## src/rtl/core/svpwm_pkg.sv

```systemverilog
`timescale 1ns / 1ps
`default_nettype none
// ----------------------------------------------------------------------------
// svpwm_pkg
// Shared types and constants of the SVPWM compare generator.
// ----------------------------------------------------------------------------
package svpwm_pkg;

  localparam logic [14:0] SQRT3_Q14 = 15'h6ED9;
  localparam logic [13:0] HP_RESET  = 14'd3600;
  localparam int          S_SHIFT   = 14;
  localparam logic [28:0] S_RESET_FULL = 29'(SQRT3_Q14 * HP_RESET);
  localparam logic [14:0] S_RESET   = S_RESET_FULL[28:14];

  typedef logic [2:0] sector_t;

  localparam sector_t SEC_ZERO = 3'd0;
  localparam sector_t SEC_1    = 3'd1;
  localparam sector_t SEC_2    = 3'd2;
  localparam sector_t SEC_3    = 3'd3;
  localparam sector_t SEC_4    = 3'd4;
  localparam sector_t SEC_5    = 3'd5;
  localparam sector_t SEC_6    = 3'd6;

  typedef struct packed {
    logic signed [15:0] alpha;
    logic signed [15:0] beta;
  } vec_t;

  typedef struct packed {
    logic signed [16:0] u1;
    logic signed [16:0] u2;
    logic signed [16:0] u3;
    sector_t            sector;
  } proj_t;

  typedef struct packed {
    logic [15:0] ta;
    logic [15:0] tb;
    sector_t     sector;
  } active_t;

  typedef struct packed {
    logic [15:0] compare_a;
    logic [15:0] compare_b;
    logic [15:0] compare_c;
    sector_t     sector;
  } cmp_t;

  // bit0: u1 >= 0, bit1: u2 >= 0, bit2: u3 >= 0
  function automatic sector_t sector_of(input logic [2:0] signs);
    sector_t s;
    unique case (signs)
      3'd0:    s = SEC_ZERO;
      3'd1:    s = SEC_2;
      3'd2:    s = SEC_6;
      3'd3:    s = SEC_1;
      3'd4:    s = SEC_4;
      3'd5:    s = SEC_3;
      3'd6:    s = SEC_5;
      default: s = SEC_ZERO;
    endcase
    return s;
  endfunction

endpackage
`default_nettype wire

```

## src/rtl/core/svpwm_compare_generator_top.sv

```systemverilog
`timescale 1ns / 1ps
`default_nettype none
// Throughput: one word per cycle while m_axis_tready is held high; six register
//   stages, each with its own valid bit, and a stage advances whenever the one
//   after it has room.
// Reset: clears all valid bits and sets half_period to 3600.
// ----------------------------------------------------------------------------
// svpwm_compare_generator_top
// Center-aligned SVPWM: (alpha, beta) in, three compare values and sector out.
// ----------------------------------------------------------------------------
module svpwm_compare_generator_top (
  input  wire         clk,
  input  wire         rst,
  input  wire         cfg_we,
  input  wire  [13:0] cfg_wdata,      // half_period
  input  wire         s_axis_tvalid,
  output logic        s_axis_tready,
  input  wire  [31:0] s_axis_tdata,   // alpha[15:0], beta[31:16]
  output logic        m_axis_tvalid,
  input  wire         m_axis_tready,
  output logic [55:0] m_axis_tdata    // compare_a[15:0], compare_b[31:16],
                                      // compare_c[47:32], sector[50:48], zero pad
);

  logic [13:0]        half_period;
  logic [14:0]        s_scale;
  logic [28:0]        s_prod;
  svpwm_pkg::vec_t    in_vec;
  logic               pv, pr, av, ar;
  svpwm_pkg::proj_t   proj;
  svpwm_pkg::active_t act;
  svpwm_pkg::cmp_t    res;

  assign s_prod = svpwm_pkg::SQRT3_Q14 * cfg_wdata;

  always_ff @(posedge clk) begin
    if (rst) begin
      half_period <= svpwm_pkg::HP_RESET;
      s_scale     <= svpwm_pkg::S_RESET;
    end else if (cfg_we) begin
      half_period <= cfg_wdata;
      s_scale     <= s_prod[28:14];
    end
  end

  assign in_vec.alpha = s_axis_tdata[15:0];
  assign in_vec.beta  = s_axis_tdata[31:16];

  svpwm_sector u_sector (
    .clk       (clk),
    .rst       (rst),
    .in_valid  (s_axis_tvalid),
    .in_ready  (s_axis_tready),
    .in_data   (in_vec),
    .out_valid (pv),
    .out_ready (pr),
    .out_data  (proj)
  );

  svpwm_active u_active (
    .clk       (clk),
    .rst       (rst),
    .s_scale   (s_scale),
    .in_valid  (pv),
    .in_ready  (pr),
    .in_data   (proj),
    .out_valid (av),
    .out_ready (ar),
    .out_data  (act)
  );

  svpwm_compare u_compare (
    .clk         (clk),
    .rst         (rst),
    .half_period (half_period),
    .in_valid    (av),
    .in_ready    (ar),
    .in_data     (act),
    .out_valid   (m_axis_tvalid),
    .out_ready   (m_axis_tready),
    .out_data    (res)
  );

  assign m_axis_tdata = {5'b00000, res.sector, res.compare_c, res.compare_b, res.compare_a};

endmodule
`default_nettype wire

```

## src/rtl/core/svpwm_sector.sv

```systemverilog
`timescale 1ns / 1ps
`default_nettype none
// ----------------------------------------------------------------------------
// svpwm_sector
// Two stages: alpha scaling by sqrt3/2, then u1/u2/u3 and sector decode.
// ----------------------------------------------------------------------------
module svpwm_sector (
  input  wire               clk,
  input  wire               rst,
  input  wire               in_valid,
  output logic              in_ready,
  input  wire svpwm_pkg::vec_t in_data,
  output logic              out_valid,
  input  wire               out_ready,
  output svpwm_pkg::proj_t  out_data
);

  logic               v1, v2;
  logic               en1, en2;
  logic signed [31:0] pa;
  logic signed [15:0] beta1;
  logic signed [31:0] npa;
  logic signed [16:0] bh;
  logic signed [16:0] u1_next, u2_next, u3_next;
  svpwm_pkg::proj_t   r2;

  assign en2      = ~v2 | out_ready;
  assign en1      = ~v1 | en2;
  assign in_ready = en1;

  always_ff @(posedge clk) begin
    if (rst) begin
      v1 <= 1'b0;
      v2 <= 1'b0;
    end else begin
      if (en1) v1 <= in_valid;
      if (en2) v2 <= v1;
    end
  end

  always_ff @(posedge clk) begin
    if (en1 && in_valid) begin
      pa    <= $signed({1'b0, svpwm_pkg::SQRT3_Q14}) * in_data.alpha;
      beta1 <= in_data.beta;
    end
  end

  always_comb begin
    npa     = 32'sd0 - pa;
    bh      = {{2{beta1[15]}}, beta1[15:1]};
    u1_next = {beta1[15], beta1};
    u2_next = $signed(pa[31:15]) - bh;
    u3_next = $signed(npa[31:15]) - bh;
  end

  always_ff @(posedge clk) begin
    if (en2 && v1) begin
      r2.u1     <= u1_next;
      r2.u2     <= u2_next;
      r2.u3     <= u3_next;
      r2.sector <= svpwm_pkg::sector_of({~u3_next[16], ~u2_next[16], ~u1_next[16]});
    end
  end

  assign out_valid = v2;
  assign out_data  = r2;

endmodule
`default_nettype wire

```

## src/rtl/core/svpwm_active.sv

```systemverilog
`timescale 1ns / 1ps
`default_nettype none
// ----------------------------------------------------------------------------
// svpwm_active
// Two stages: operand select and S*u products, then sign and Q15 scaling.
// ----------------------------------------------------------------------------
module svpwm_active (
  input  wire                clk,
  input  wire                rst,
  input  wire  [14:0]        s_scale,
  input  wire                in_valid,
  output logic               in_ready,
  input  wire svpwm_pkg::proj_t in_data,
  output logic               out_valid,
  input  wire                out_ready,
  output svpwm_pkg::active_t out_data
);

  logic                 v1, v2;
  logic                 en1, en2;
  logic signed [16:0]   ua, ub;
  logic                 neg;
  logic signed [32:0]   pa, pb;
  logic                 neg1;
  svpwm_pkg::sector_t   sec1;
  logic signed [32:0]   qa, qb;
  svpwm_pkg::active_t   r2;

  assign en2      = ~v2 | out_ready;
  assign en1      = ~v1 | en2;
  assign in_ready = en1;

  always_ff @(posedge clk) begin
    if (rst) begin
      v1 <= 1'b0;
      v2 <= 1'b0;
    end else begin
      if (en1) v1 <= in_valid;
      if (en2) v2 <= v1;
    end
  end

  always_comb begin
    ua  = in_data.u2;
    ub  = in_data.u1;
    neg = 1'b0;
    unique case (in_data.sector)
      svpwm_pkg::SEC_1: begin ua = in_data.u2; ub = in_data.u1; neg = 1'b0; end
      svpwm_pkg::SEC_2: begin ua = in_data.u2; ub = in_data.u3; neg = 1'b1; end
      svpwm_pkg::SEC_3: begin ua = in_data.u1; ub = in_data.u3; neg = 1'b0; end
      svpwm_pkg::SEC_4: begin ua = in_data.u1; ub = in_data.u2; neg = 1'b1; end
      svpwm_pkg::SEC_5: begin ua = in_data.u3; ub = in_data.u2; neg = 1'b0; end
      svpwm_pkg::SEC_6: begin ua = in_data.u3; ub = in_data.u1; neg = 1'b1; end
      default: begin ua = in_data.u2; ub = in_data.u1; neg = 1'b0; end
    endcase
  end

  always_ff @(posedge clk) begin
    if (en1 && in_valid) begin
      pa   <= $signed({1'b0, s_scale}) * ua;
      pb   <= $signed({1'b0, s_scale}) * ub;
      neg1 <= neg;
      sec1 <= in_data.sector;
    end
  end

  // floor shift by 15 keeps bits [30:15] of the (possibly negated) product
  always_comb begin
    qa = neg1 ? (33'sd0 - pa) : pa;
    qb = neg1 ? (33'sd0 - pb) : pb;
  end

  always_ff @(posedge clk) begin
    if (en2 && v1) begin
      r2.ta     <= qa[30:15];
      r2.tb     <= qb[30:15];
      r2.sector <= sec1;
    end
  end

  assign out_valid = v2;
  assign out_data  = r2;

endmodule
`default_nettype wire

```

## src/rtl/core/svpwm_compare.sv

```systemverilog
`timescale 1ns / 1ps
`default_nettype none
// ----------------------------------------------------------------------------
// svpwm_compare
// Two stages: zero time, then channel accumulation in sector order.
// ----------------------------------------------------------------------------
module svpwm_compare (
  input  wire                clk,
  input  wire                rst,
  input  wire  [13:0]        half_period,
  input  wire                in_valid,
  output logic               in_ready,
  input  wire svpwm_pkg::active_t in_data,
  output logic               out_valid,
  input  wire                out_ready,
  output svpwm_pkg::cmp_t    out_data
);

  logic               v1, v2;
  logic               en1, en2;
  logic [16:0]        diff;
  logic [15:0]        tz, ta1, tb1;
  svpwm_pkg::sector_t sec1;
  logic [15:0]        lo, mid, hi, hp16;
  svpwm_pkg::cmp_t    r_next, r2;

  assign en2      = ~v2 | out_ready;
  assign en1      = ~v1 | en2;
  assign in_ready = en1;

  always_ff @(posedge clk) begin
    if (rst) begin
      v1 <= 1'b0;
      v2 <= 1'b0;
    end else begin
      if (en1) v1 <= in_valid;
      if (en2) v2 <= v1;
    end
  end

  assign diff = {3'b000, half_period} - {1'b0, in_data.ta} - {1'b0, in_data.tb};

  always_ff @(posedge clk) begin
    if (en1 && in_valid) begin
      tz   <= diff[16:1];
      ta1  <= in_data.ta;
      tb1  <= in_data.tb;
      sec1 <= in_data.sector;
    end
  end

  always_comb begin
    hp16   = {2'b00, half_period};
    lo     = tz;
    mid    = tz + tb1;
    hi     = mid + ta1;
    r_next = '{compare_a: hp16, compare_b: hp16, compare_c: hp16, sector: sec1};
    unique case (sec1)
      svpwm_pkg::SEC_1: begin
        r_next.compare_a = hi;  r_next.compare_b = mid; r_next.compare_c = lo;
      end
      svpwm_pkg::SEC_2: begin
        r_next.compare_a = mid; r_next.compare_b = hi;  r_next.compare_c = lo;
      end
      svpwm_pkg::SEC_3: begin
        r_next.compare_a = lo;  r_next.compare_b = hi;  r_next.compare_c = mid;
      end
      svpwm_pkg::SEC_4: begin
        r_next.compare_a = lo;  r_next.compare_b = mid; r_next.compare_c = hi;
      end
      svpwm_pkg::SEC_5: begin
        r_next.compare_a = mid; r_next.compare_b = lo;  r_next.compare_c = hi;
      end
      svpwm_pkg::SEC_6: begin
        r_next.compare_a = hi;  r_next.compare_b = lo;  r_next.compare_c = mid;
      end
      default: begin
        r_next.compare_a = hp16; r_next.compare_b = hp16; r_next.compare_c = hp16;
      end
    endcase
  end

  always_ff @(posedge clk) begin
    if (en2 && v1) r2 <= r_next;
  end

  assign out_valid = v2;
  assign out_data  = r2;

endmodule
`default_nettype wire
```

## config.mk

```make
export PLATFORM = sky130hd
export DESIGN_NAME = svpwm_compare_generator_top
export DESIGN_NICKNAME = d
export VERILOG_FILES = /design/src/rtl/core/svpwm_pkg.sv /design/src/rtl/core/svpwm_compare_generator_top.sv /design/src/rtl/core/svpwm_sector.sv /design/src/rtl/core/svpwm_active.sv /design/src/rtl/core/svpwm_compare.sv
export SDC_FILE = /design/constraint.sdc
export NUM_CORES = 2
export LEC_CHECK = 0
export BUFFER_PORTS_ARGS = -buffer_cell sky130_fd_sc_hd__buf_2
export CAP_MARGIN = 20
export CORE_MARGIN = 8
export CORE_UTILIZATION = 65
export DETAILED_ROUTE_END_ITERATION = 10
export GPL_TIMING_DRIVEN = 0
export PLACE_DENSITY = 0.82
export SYNTH_ARGS = -nofsm -noshare
export SYNTH_HDL_FRONTEND = slang
export SYNTH_SLANG_ARGS = --single-unit
```

## constraint.sdc

```tcl
create_clock -name clk -period 18.5 [get_ports clk]
set_clock_uncertainty 0.15 [all_clocks]
set_input_delay 0 -clock clk [delete_from_list [all_inputs] [get_ports clk]]
set_output_delay 0 -clock clk [all_outputs]
set_load 0.01 [all_outputs]
```

* Yosys cells after proc, flatten, opt, wreduce, memory -nomap -nowiden
Index checks and enable logic that the tools add are counted.
Storage, ports and cells: logic and storage cells 92, flip-flop bits (word level) 339
Cells by class: muxes and demuxes 7, add/sub/neg operators 9, bitwise operators 15, equal/unequal tests 17, reductions and logical operators 11, multiply operators 4
Operator list (count):
- $pmux 48 s6 | 1
- $pmux 17 s2 | 2
- $mul 16x17->31 | 2
- $mux 31 | 2
- $sub 1x31->31 const A | 2
- $sub 17x15->17 | 2
- $add 16x16->16 | 2
- $mul 16x16->32 const A | 1
- $sub 1x32->32 const A | 1
- $mul 15x14->29 const A | 1
- $eq 3x3->1 const B | 9
- $eq 3x2->1 const B | 6
- $pmux 3 s6 | 1
- $sub 14x16->17 | 1
- $sub 17x16->17 | 1
- $not 1->1 | 9
- $reduce_or 2->1 | 4
- $eq 3x1->1 const B | 2
- $logic_and 1x1->1 | 6
- $or 1x1->1 | 6
- $reduce_or 3->1 | 1
- $mux 1 | 1

* Depth between registers and ports, before layout
depth after elaboration 8, gate-level depth with buffers 31

* Cells and area by module
Synthesis repeated with hierarchy kept, for this count alone.
Second synthesis, totals: cell total of the unflattened synthesis 4781, area total of the unflattened synthesis 46957.5 µm²
Modules (own cells, without submodules):
- svpwm_active | times used 1, area an instance 23830.4 µm², cells an instance 2532
- svpwm_sector | times used 1, area an instance 9806.9 µm², cells an instance 868
- svpwm_compare | times used 1, area an instance 8229.1 µm², cells an instance 876
- svpwm_compare_generator_top | times used 1, area an instance 5091.1 µm², cells an instance 505

* Least setup slack after synthesis
OpenSTA, ideal clock, no wires.
path type register to register, from register u_sector.r2, in the netlist u_sector.out_data[1], to register u_active.pb[30], data pin, path slack 10.500 ns, arrival time 7.590 ns, setup time 0.260 ns, period minus slack after synthesis 8.000 ns, cell stages (with the launch flop) 29, required time 18.090 ns, cell sequence edfxtp_1 > clkbuf_1 > clkbuf_1 > buf_1 > nand2b_1 > o22ai_1 > a31oi_1 > clkbuf_1 > nand2_1 > fa_1 > fa_1 > fa_1 > inv_1 > fa_1 > fa_1 > inv_1 > fa_1 > inv_1 > ha_1 > o21a_1 > o21ai_0 > a41oi_1 > nor3_1 > a21bo_2 > a221o_1 > a2111oi_0 > o31ai_1 > a21oi_1 > xnor2_1
Between the ends: longest elaborated chain between the ends 4
RTL lines:
- from (decl) | RTL line svpwm_sector.sv:25 | svpwm_pkg::proj_t r2;
- $eq 3x3->1 or $eq 3x2->1 (tied branches) | RTL line svpwm_active.sv:47 | unique case (in_data.sector)
- $reduce_or 2->1 (no source line)
- $pmux 17 s2 (*) | RTL line svpwm_active.sv:47
- $mul 16x17->31 (*) | RTL line svpwm_active.sv:61 | pb <= $signed({1'b0, s_scale}) * ub;
- to (signal assigned) | RTL line svpwm_active.sv:61
- to (decl) | RTL line svpwm_active.sv:23 | logic signed [32:0] pa, pb;
Every way passes the cells marked *; elsewhere a longest branch is shown, timed or not. A chain may end at the register's enable or synchronous reset.

* Worst setup path in the final report
Ends and elaborated chain as after synthesis.

==> impl_metrics.toml <==
[floorplan]
start_util = 0.653
num_io_pins = 109
fp.coreArea_um2 = 69700
rows = 97
die-area_um2 = 78800
die_x_um = 281
die_y_um = 281

[timing]
hold_ws_ps = 81.5
rsz0062_at_grt = "no"
report.final.slew_viol_count = 0
max_freq_ghz = 0.0977
finalCritPeriodShare = 0.553
relSlewSlack = 0.194
worstMarginPinSlew_ps = 1200
final-hold-violation-count = 0
final-setup-viol-count = 0
fin_setup_tns_ps = 0
min_period_ps = 10240

[clocking]
clock_path_buffers = 3
clkTransAtPathRegs_ps = 60
root_buffer = "clkbuf_16"
htreeDepth = 2
insertion_delay_ps = 590
clock_sinks = 339
numCtsBuffers = 39
hold_buffers = 68
post_cts_resized = 0
post_cts_buffers = 0
cts_tree = "yes"

[drt]
dr.first_iter.drc_count = 2801
drc_errors = 0
dr.pass1.iters = 9
routedWlPerCell_um = 21.6
drt-vias-per-instance = 5.89
routed_wl_mm = 125
num_vias = 33962
detail-route-antenna-nets = 0

[yosys]
syn_area_um2 = 45500
ys_seq_area_frac = 0.216
netlist_instances = 4576
ys_types = 79
synthArstFlopShare = 0
ys.flop_type = "edfxtp_1"
synth_edf_count = 304
synth-seq-cells = 339
yosys_warnings = 0
avgSynthCellArea_um2 = 9.95

[worst_setup_path]
path_max_fanout = 10
cpMostUsedCell = "fa_1"
required_ps = 18650
crit_type = "reg -> reg"
critPathMaxStageDelay_ps = 670
critical_path_buf_inv_count = 7
cp_slowest_cell = "a2111oi_0"
start_kind = "flip-flop"
worst_ep_arrival_time_ps = 10390
cp-end-kind = "flip-flop"
crit_family = "adder cells"

[global_route]
grt_pass1_wl_mm = 196
overflow = 0
grt_pass1_vias = 36336
antenna_found_initial = 2
grt_max_degree = 40
grt_use_total = 0.322

[run_status]
status = "complete, no violations"

[cells_and_area]
num-fill-cells = 5106
final_common_cell = "inv_1"
final_cell_mix = "inv_1 (977), fa_1 (691), ha_1 (455)"
drive_above_1_share = 0.0470
areaGrowthSynthToFinish_pct = 8.52
nNetsFinal = 5999

[place]
dp_hpwl_mm = 100
globalplace.congestion = 1.03
portBuffers = 102

[worst_hold_path]
hp-class = "in -> reg"

[flow_run]
maxCapViolations = 0
[cell usage after synthesis (50+ instances only)]
cell type / count / share of area
nor2_1: 125 / 0.010
nand2_1: 403 / 0.033
fa_1: 691 / 0.30
xnor2_1: 175 / 0.034
edfxtp_1: 304 / 0.20
o21ai_0: 139 / 0.015
a21oi_1: 164 / 0.018
inv_1: 977 / 0.081
clkbuf_1: 134 / 0.011
mux2i_1: 54 / 0.012
xor2_1: 50 / 0.0096
ha_1: 455 / 0.13
and2_1: 262 / 0.036
[routing by layer]
metal,share of wire,global-route usage,up-vias
li1,-,-,15147
met1,0.34,0.353,16566
met2,0.49,0.560,1706
met3,0.082,0.0623,543
met4,0.083,0.222,0
met5,0,0,-
[final cells by class]
class	instances	area, um^2	area share
multi-input combinational	3104	31500	0.637
sequential	339	9830	0.199
inverter	978	3670	0.0743
timing repair buffer	181	1370	0.0277
tap	940	1180	0.0238
clock buffer	49	1050	0.0213
buffer	159	616	0.0125
clock inverter	19	214	0.00433
antenna	1	2.50	0.0000507
[state kept, by name (all words and copies together), names as in the netlist]
| signal | flops |
|---|---|
| s_scale | 15 |
| half_period | 14 |
| u_active.sec1 | 3 |
| u_active.pa | 31 |
| u_compare.lo | 16 |
| u_active.out_data | 35 |
| u_compare.ta1 | 16 |
| u_active.neg1 | 1 |
| u_sector.out_data | 53 |
| u_active.out_valid | 1 |
| u_sector.v1 | 1 |
| u_active.v1 | 1 |
| u_compare.tb1 | 16 |
| u_sector.beta1 | 16 |
| u_sector.out_valid | 1 |
| u_compare.out_data | 51 |
| u_compare.sec1 | 3 |
| u_active.pb | 31 |
| u_compare.v1 | 1 |
| u_sector.pa | 32 |
| u_compare.out_valid | 1 |
[stage by stage]
stage                     instances  utilization  area, um^2  worst slack (ps)
after floorplan                4580            -       45500             10500
after global placement         5622        0.678       47200              8580
after detailed placement       5630        0.681       47400              8520
after CTS                      5766        0.709       49400              8480
after global routing           5769        0.709       49400              7850
final                          5770        0.709       49400              8260
[kinds of logic (layout without fill, tap and decap cells)]
kind of cell / after synthesis / after routing / synth area share
adders and majority gates: 1146 / 1146 / 0.429
buffers and inverters: 1137 / 1386 / 0.0942
and+or+nand+nor: 1042 / 1042 / 0.114
AOI/OAI and AO/OA: 624 / 624 / 0.0895
DFF: 339 / 339 / 0.216
xor gates and xnor gates: 226 / 226 / 0.0438
muxes: 61 / 61 / 0.0136
other: 1 / 6 / 0.0000824
[final timing paths]
kind,startpoint,endpoint,slack (ps),cells past startpoint
worst max-delay path,u_sector.out_data[1]$_DFFE_PP_,u_active.pb[30]$_DFFE_PP_,8260,27
worst max register to register,u_sector.out_data[1]$_DFFE_PP_,u_active.pb[30]$_DFFE_PP_,8260,27
worst min register to register,u_active.sec1[1]$_DFFE_PP_,u_active.out_data[1]$_DFFE_PP_,260,0
worst min-delay path,s_axis_tdata[2],u_sector.pa[2]$_DFFE_PP_,80,2
Power is left out: the tool's default activity adds up to more than one toggle a clock period on the data nets, which glitch-free logic cannot reach.
